File: src/design/bvi_pkg.sv
// ----------------------------------------------------------------------------
// bvi_pkg: shared types and constants for the body table integrator
// Word formats, command and status codes, datapath micro-ops, the
// controller/datapath command and status bundles, and Q24.24 helpers.
// ----------------------------------------------------------------------------
package bvi_pkg;

    // Sizes
    localparam int TABLE_DEPTH = 64;
    localparam int DATA_W      = 48;
    localparam int TS_W        = 32;
    localparam int IDX_W       = 6;
    localparam int CNT_OUT_W   = 7;
    localparam int STEP_W      = 4;
    localparam int DIV_STEPS   = 49;

    localparam logic [TS_W-1:0] TS_RESET = 32'd279620;

    // Q24.24 constants
    localparam logic signed [DATA_W-1:0] Q_MAX  = 48'sh7FFF_FFFF_FFFF;
    localparam logic signed [DATA_W-1:0] Q_MIN  = 48'sh8000_0000_0000;
    localparam logic signed [DATA_W-1:0] Q_HALF = 48'sh0000_0080_0000;

    typedef enum logic [2:0] {
        CMD_CLEAR    = 3'd0,
        CMD_ADD      = 3'd1,
        CMD_REMOVE   = 3'd2,
        CMD_FORCE    = 3'd3,
        CMD_INIT_ACC = 3'd4,
        CMD_INT_POS  = 3'd5,
        CMD_INT_VEL  = 3'd6,
        CMD_RESERVED = 3'd7
    } cmd_code_t;

    typedef enum logic [1:0] {
        ST_OK        = 2'd0,
        ST_FULL      = 2'd1,
        ST_BAD_IDX   = 2'd2,
        ST_ZERO_MASS = 2'd3
    } status_t;

    // Datapath micro-ops; all but the two position adds use the multiplier
    typedef enum logic [3:0] {
        MOP_AX_FI  = 4'd0,   // acc_x = frc_x * inv
        MOP_AY_FI  = 4'd1,
        MOP_NX     = 4'd2,   // tmp = frc_x * inv
        MOP_HX     = 4'd3,   // tmp2 = half * (acc_x + tmp), acc_x = tmp
        MOP_VX     = 4'd4,   // vel_x += tmp2 * dt
        MOP_NY     = 4'd5,
        MOP_HY     = 4'd6,
        MOP_VY     = 4'd7,
        MOP_ADT_X  = 4'd8,   // tmp = acc_x * dt
        MOP_ADT_Y  = 4'd9,
        MOP_TDT    = 4'd10,  // tmp = tmp * dt
        MOP_THALF  = 4'd11,  // tmp = tmp * half
        MOP_PVX    = 4'd12,  // pos_x += vel_x * dt
        MOP_PVY    = 4'd13,
        MOP_PTX    = 4'd14,  // pos_x += tmp (no multiply)
        MOP_PTY    = 4'd15
    } mop_t;

    typedef enum logic [1:0] {
        CNT_HOLD = 2'd0,
        CNT_CLR  = 2'd1,
        CNT_INC  = 2'd2,
        CNT_DEC  = 2'd3
    } cnt_op_t;

    typedef struct packed {
        logic [2:0]               cmd;
        logic [IDX_W-1:0]         body_index;
        logic signed [DATA_W-1:0] new_pos_x;
        logic signed [DATA_W-1:0] new_pos_y;
        logic signed [DATA_W-1:0] new_vel_x;
        logic signed [DATA_W-1:0] new_vel_y;
        logic [DATA_W-1:0]        new_mass;
        logic [DATA_W-1:0]        new_radius;
        logic [7:0]               new_kind;
        logic [7:0]               new_parent;
        logic signed [DATA_W-1:0] force_x;
        logic signed [DATA_W-1:0] force_y;
    } req_word_t;

    typedef struct packed {
        logic [IDX_W-1:0]         result_index;
        logic [CNT_OUT_W-1:0]     body_count;
        logic signed [DATA_W-1:0] out_pos_x;
        logic signed [DATA_W-1:0] out_pos_y;
        logic signed [DATA_W-1:0] out_vel_x;
        logic signed [DATA_W-1:0] out_vel_y;
        logic signed [DATA_W-1:0] out_acc_x;
        logic signed [DATA_W-1:0] out_acc_y;
        logic [1:0]               status;
    } res_word_t;

    // One table entry as stored in RAM
    typedef struct packed {
        logic signed [DATA_W-1:0] pos_x;
        logic signed [DATA_W-1:0] pos_y;
        logic signed [DATA_W-1:0] vel_x;
        logic signed [DATA_W-1:0] vel_y;
        logic signed [DATA_W-1:0] acc_x;
        logic signed [DATA_W-1:0] acc_y;
        logic signed [DATA_W-1:0] frc_x;
        logic signed [DATA_W-1:0] frc_y;
        logic [DATA_W-1:0]        mass;
        logic signed [DATA_W-1:0] inv_mass;
        logic [DATA_W-1:0]        radius;
        logic [7:0]               kind;
        logic [7:0]               parent;
    } entry_t;

    // Controller to datapath
    typedef struct packed {
        logic    latch;
        logic    ram_re;
        logic    rd_last;
        logic    load_ent;
        logic    div_start;
        logic    new_ent;
        logic    mul_start;
        logic    alu;
        mop_t    mop;
        logic    add_force;
        logic    ram_we;
        logic    wr_tail;
        cnt_op_t cnt_op;
        logic    out_load;
        status_t out_status;
        logic    out_show;
    } dp_ctl_t;

    // Datapath to controller
    typedef struct packed {
        logic [2:0] cmd;
        logic       bad_idx;
        logic       full;
        logic       mass_zero;
        logic       mul_done;
        logic       div_done;
    } dp_sts_t;

    // Saturating 48-bit signed add
    function automatic logic signed [DATA_W-1:0] sat_add(
        input logic signed [DATA_W-1:0] a,
        input logic signed [DATA_W-1:0] b
    );
        logic signed [DATA_W:0] s;
        s = {a[DATA_W-1], a} + {b[DATA_W-1], b};
        if (s[DATA_W] != s[DATA_W-1]) begin
            return s[DATA_W] ? Q_MIN : Q_MAX;
        end
        return s[DATA_W-1:0];
    endfunction

    // Micro-op sequence of each arithmetic command
    function automatic mop_t mop_at(input logic [2:0] cmd, input logic [STEP_W-1:0] step);
        mop_t m;
        m = MOP_AX_FI;
        case (cmd)
            CMD_INIT_ACC: m = (step == 4'd0) ? MOP_AX_FI : MOP_AY_FI;
            CMD_INT_POS: begin
                case (step)
                    4'd0:    m = MOP_ADT_X;
                    4'd1:    m = MOP_TDT;
                    4'd2:    m = MOP_THALF;
                    4'd3:    m = MOP_PVX;
                    4'd4:    m = MOP_PTX;
                    4'd5:    m = MOP_ADT_Y;
                    4'd6:    m = MOP_TDT;
                    4'd7:    m = MOP_THALF;
                    4'd8:    m = MOP_PVY;
                    default: m = MOP_PTY;
                endcase
            end
            CMD_INT_VEL: begin
                case (step)
                    4'd0:    m = MOP_NX;
                    4'd1:    m = MOP_HX;
                    4'd2:    m = MOP_VX;
                    4'd3:    m = MOP_NY;
                    4'd4:    m = MOP_HY;
                    default: m = MOP_VY;
                endcase
            end
            default: m = MOP_AX_FI;
        endcase
        return m;
    endfunction

    function automatic logic [STEP_W-1:0] seq_last(input logic [2:0] cmd);
        logic [STEP_W-1:0] n;
        case (cmd)
            CMD_INT_POS: n = 4'd9;
            CMD_INT_VEL: n = 4'd5;
            default:     n = 4'd1;
        endcase
        return n;
    endfunction

    function automatic logic is_alu(input mop_t m);
        return (m == MOP_PTX) || (m == MOP_PTY);
    endfunction

endpackage

File: src/design/bvi_ctrl.sv
// ----------------------------------------------------------------------------
// bvi_ctrl: command sequencer
// Decodes the command word, runs the read / compute / write-back sequence
// and issues the result strobe.
// ----------------------------------------------------------------------------
module bvi_ctrl (
    input  logic             clk,
    input  logic             rst_n,
    input  logic             start,
    output logic             busy,
    input  bvi_pkg::dp_sts_t sts,
    output bvi_pkg::dp_ctl_t ctl
);
    import bvi_pkg::*;

    typedef enum logic [8:0] {
        S_IDLE   = 9'b000000001,
        S_DECODE = 9'b000000010,
        S_LOAD   = 9'b000000100,
        S_FORCE  = 9'b000001000,
        S_STEP   = 9'b000010000,
        S_MWAIT  = 9'b000100000,
        S_DIVW   = 9'b001000000,
        S_WRITE  = 9'b010000000,
        S_FIN    = 9'b100000000
    } state_t;

    state_t            state_reg, state_next;
    logic [STEP_W-1:0] step_reg, step_next;
    status_t           status_reg, status_next;
    logic              show_reg, show_next;
    mop_t              cur_mop;
    logic              seq_end;

    assign cur_mop = mop_at(sts.cmd, step_reg);
    assign seq_end = step_reg == seq_last(sts.cmd);

    always_comb
    begin
        ctl         = '0;
        ctl.mop     = cur_mop;
        state_next  = state_reg;
        step_next   = step_reg;
        status_next = status_reg;
        show_next   = show_reg;
        unique case (state_reg)
            S_IDLE:
            begin
                if (start)
                begin
                    ctl.latch  = 1'b1;
                    state_next = S_DECODE;
                end
            end
            S_DECODE:
            begin
                status_next = ST_OK;
                show_next   = 1'b0;
                case (sts.cmd)
                    CMD_CLEAR:
                    begin
                        ctl.cnt_op = CNT_CLR;
                        state_next = S_FIN;
                    end
                    CMD_ADD:
                    begin
                        if (sts.full)
                        begin
                            status_next = ST_FULL;
                            state_next  = S_FIN;
                        end
                        else if (sts.mass_zero)
                        begin
                            status_next = ST_ZERO_MASS;
                            state_next  = S_FIN;
                        end
                        else
                        begin
                            ctl.div_start = 1'b1;
                            show_next     = 1'b1;
                            state_next    = S_DIVW;
                        end
                    end
                    default:
                    begin
                        if (sts.bad_idx)
                        begin
                            status_next = ST_BAD_IDX;
                            state_next  = S_FIN;
                        end
                        else
                        begin
                            ctl.ram_re  = 1'b1;
                            ctl.rd_last = sts.cmd == CMD_REMOVE;
                            show_next   = 1'b1;
                            state_next  = S_LOAD;
                        end
                    end
                endcase
            end
            S_LOAD:
            begin
                ctl.load_ent = 1'b1;
                step_next    = '0;
                if (sts.cmd == CMD_REMOVE)
                begin
                    state_next = S_WRITE;
                end
                else if (sts.cmd == CMD_FORCE)
                begin
                    state_next = S_FORCE;
                end
                else
                begin
                    state_next = S_STEP;
                end
            end
            S_FORCE:
            begin
                ctl.add_force = 1'b1;
                state_next    = S_WRITE;
            end
            S_STEP:
            begin
                if (is_alu(cur_mop))
                begin
                    ctl.alu = 1'b1;
                    if (seq_end)
                    begin
                        state_next = S_WRITE;
                    end
                    else
                    begin
                        step_next = step_reg + 4'd1;
                    end
                end
                else
                begin
                    ctl.mul_start = 1'b1;
                    state_next    = S_MWAIT;
                end
            end
            S_MWAIT:
            begin
                if (sts.mul_done)
                begin
                    if (seq_end)
                    begin
                        state_next = S_WRITE;
                    end
                    else
                    begin
                        step_next  = step_reg + 4'd1;
                        state_next = S_STEP;
                    end
                end
            end
            S_DIVW:
            begin
                if (sts.div_done)
                begin
                    ctl.new_ent = 1'b1;
                    state_next  = S_WRITE;
                end
            end
            S_WRITE:
            begin
                ctl.ram_we  = 1'b1;
                ctl.wr_tail = sts.cmd == CMD_ADD;
                if (sts.cmd == CMD_ADD)
                begin
                    ctl.cnt_op = CNT_INC;
                end
                else if (sts.cmd == CMD_REMOVE)
                begin
                    ctl.cnt_op = CNT_DEC;
                end
                state_next = S_FIN;
            end
            S_FIN:
            begin
                ctl.out_load   = 1'b1;
                ctl.out_status = status_reg;
                ctl.out_show   = show_reg;
                state_next     = S_IDLE;
            end
            default: state_next = S_IDLE;
        endcase
    end

    always_ff @(posedge clk or negedge rst_n)
    begin
        if (!rst_n)
        begin
            state_reg  <= S_IDLE;
            step_reg   <= '0;
            status_reg <= ST_OK;
            show_reg   <= 1'b0;
        end
        else
        begin
            state_reg  <= state_next;
            step_reg   <= step_next;
            status_reg <= status_next;
            show_reg   <= show_next;
        end
    end

    assign busy = state_reg != S_IDLE;

    // arithmetic units only finish while the sequencer waits for them
    a_mul_wait: assert property (@(posedge clk) disable iff (!rst_n)
        sts.mul_done |-> (state_reg == S_MWAIT))
        else $error("multiplier finished outside wait state");

    a_div_wait: assert property (@(posedge clk) disable iff (!rst_n)
        sts.div_done |-> (state_reg == S_DIVW))
        else $error("divider finished outside wait state");

endmodule

File: config.mk
export PLATFORM = sky130hd
export DESIGN_NAME = bvi_ctrl
export DESIGN_NICKNAME = d
export VERILOG_FILES = /design/src/design/bvi_pkg.sv /design/src/design/bvi_ctrl.sv
export SDC_FILE = /design/constraint.sdc
export NUM_CORES = 1
export LEC_CHECK = 0
export ABC_AREA = 1
export BUFFER_PORTS_ARGS = -buffer_cell sky130_fd_sc_hd__buf_2
export CAP_MARGIN = 0
export CORE_MARGIN = 4
export CORE_UTILIZATION = 53
export DETAILED_ROUTE_END_ITERATION = 16
export HOLD_SLACK_MARGIN = 0.02
export PLACE_DENSITY = 0.79
export SETUP_SLACK_MARGIN = 0.05
export SLEW_MARGIN = 20
export SYNTH_ARGS = -nofsm -noshare
export SYNTH_HDL_FRONTEND = slang
export SYNTH_SLANG_ARGS = --single-unit
File: constraint.sdc
create_clock -name clk -period 2.05 [get_ports clk]
set_input_delay 0.1025 -clock clk [delete_from_list [all_inputs] [get_ports clk]]
set_output_delay 0.1025 -clock clk [all_outputs]
set_load 0.02 [all_outputs]
==> out/qor.csv <==
metric,value,unit
dr.first_iter.drc_count,63,
die_h,58.9,um
max_stage_delay,0.43,ns
crit_fanout,5,
wl_met1,1.48,mm
finalPower,1.03,mW
crit_type,flip-flop to output port,
ys.warnings.count,0,
met3_length,221,um
synth_edf_count,0,
ir_drop,0.000550,V
num_vias,1438,
p_leak,0.934,nW
slowest_stage,dfrtp_2,
async_reset_ff_share,100,%
syn-mean-instance-area,6.66,um2
grt_pass1_wl,5.36,mm
worst-path-buf-inv,3,
layout_common_cells,"nand2_1, inv_1, buf_2, nor2_1, nand3_1",
worstSkewPairLatency,0.29,ns
startpoint_type,flip-flop,
max-cap-violations,0,
drtPass1Iterations,4,
grt_pass1_vias,1297,
max_slew_margin,75.2,%
cp_top_family,simple AND/OR/NAND/NOR gates,
critical_path_depth,10,
hpwlAfterDp,2.57,mm
worstPathRequired,1.95,ns
wl_met2,1.61,mm
hold_class,primary input to flip-flop,
drive_above_1_share,31.3,%
fp.dieW,58.9,um
grt_antenna_before_repair,0,
critPathArrivalTime,1.81,ns
fin_tns_setup,0,ns
layout.nets,260,
rows,18,
clk_pin_slew,0.10,ns
yosysSeqAreaShare,29.3,%
cts_sinks,16,
cp_common_cell,nand2_2,
ant_nets,0,
fp.dieArea,0.00347,mm2
crit_end,ctl[14],
finalClockSkew,0.00143,ns
worstSetupEndpointType,output port,
ys_seq_elements,16,
cts_tree,built,
cts_buffers,3,
vias_per_cell,5.27,
gr-usage-all-layers,20.0,%
timing.final.crit_period,1.92,ns
port-buffer-count,32,
report.final.setup_viol,0,
syn_inst,206,
tightest_slew,0.373,ns
nFillCells,233,
final_common_cell,nand2_1,
dpl_cell_area,0.00154,mm2
cts.htree.levels,1,
finalCritPeriodShare,93.5,%
yosysUniqueCellTypes,35,
fmax,522,MHz
diodes,0,
timing.rr.start,step_reg[1],
start_util,55.4,%
cp-startpoint,step_reg[1],
synth_area,0.00137,mm2
final_area,0.00168,mm2
synth_nets,222,
largest_reg_flops,9,
io_pins,33,
status,finished clean,
clockBufferDepth,2,
slew_violations,0,
synthFlopType,dfrtp_1,
routed_wl,3.33,mm
powerDensity,614,mW/mm2
core,0.00248,mm2
hold_viol,0,
post-route-drc-count,0,
clockRootBuffer,clkbuf_4,
overflow,0,
rsz0062_at_grt,true,
gp_congestion,0.881,
worst_r2r_endpoint,step_reg[0],
grt_max_degree,17,
wl_per_cell,12.2,um
r2r_setup_slack,0.25,ns
routed.top_layer,met4,
crit_chain,"inv_2, ha_2, nand2_1, nand3_1, nand3_2, nand2_2, nand2_2, nand2_4, inv_1, buf_4",
area_growth,22.3,%
rr_worst_depth,12,
-- through the flow --
| stage | instances | utilization, % | hold slack [ns] | setup slack, ns |
|---|---|---|---|---|
| floorplan | 206 | - | -0.193 | 0.285 |
| global placement | 264 | 62.2 | 0.0368 | 0.311 |
| detailed placement | 264 | 62.2 | 0.0427 | 0.251 |
| CTS | 270 | 64.7 | 0.0358 | 0.0147 |
| global route | 273 | 67.8 | 0.0385 | 0.0157 |
| finish | 273 | 67.8 | 0.0434 | 0.133 |
-- cells in the mapped netlist (2+ instances only) --
library cell | instances | area share, %
nor2_1 | 28 | 7.7
ha_1 | 5 | 4.6
o21ai_0 | 8 | 2.9
dfrtp_1 | 15 | 27
inv_2 | 4 | 1.1
inv_1 | 36 | 9.8
nor2_4 | 3 | 2.5
nand2_2 | 3 | 1.4
nor4_1 | 2 | 0.91
o22ai_1 | 3 | 1.4
nor3_1 | 9 | 3.3
nand2_1 | 40 | 11
nand3_2 | 3 | 2.2
a21oi_1 | 3 | 1.1
buf_2 | 2 | 0.73
nand4_1 | 6 | 2.7
xor2_1 | 2 | 1.3
nor2_2 | 3 | 1.4
nand3_1 | 15 | 5.5
-- routing by layer --
metal / GRT usage [%] / vias up
met1: 26.6 / 658
met3: 3.29 / 2
met4: 5.18 / 0
li1: - / 736
met5: 0 / -
met2: 33.6 / 42
-- kinds of logic after synthesis --
| family | after synthesis | synth area share, % |
|---|---|---|
| buffers and inverters | 44 | 13.0 |
| xor gates and xnor gates | 3 | 1.91 |
| and+or+nand+nor | 116 | 40.9 |
| DFF | 16 | 29.3 |
| AOI/OAI and AO/OA | 22 | 10.3 |
| adders and majority gates | 5 | 4.56 |
-- how the worst min path moves through the flow --
stage	start	end	slack, ns	cells past startpoint
floorplan	rst_n	show_reg	-0.19	0
detailed placement	rst_n	state_reg[6]	0.04	1
global placement	rst_n	state_reg[1]	0.04	1
CTS	sts[4]	state_reg[2]	0.04	2
finish	sts[4]	state_reg[2]	0.04	2
global route	sts[4]	state_reg[2]	0.04	2
-- power by group --
part           switching, mW  internal (mW)  total (mW)
registers             0.0353          0.369       0.405
logic                  0.275          0.135       0.411
clock network          0.108          0.108       0.216
total                  0.418          0.613        1.03
-- final cells by class --
class                           count  area [um2]  share of cell area [%]
Clock buffer                        4        36.3                    2.16
Timing Repair Buffer               37         205                    12.2
Inverter                           40         150                    8.94
Tap cell                           30        37.5                    2.24
Sequential cell                    16         404                    24.1
Multi-Input combinational cell    146         846                    50.4
-- timing repair --
action,CTS,global route
buffers inserted,1,3
hold buffers,1,0
endpoints found under the setup margin,6,10
hold endpoints to repair,16,0
pin swaps,0,2
gates resized for setup,2,18
Power figures use the tool's default switching activity.
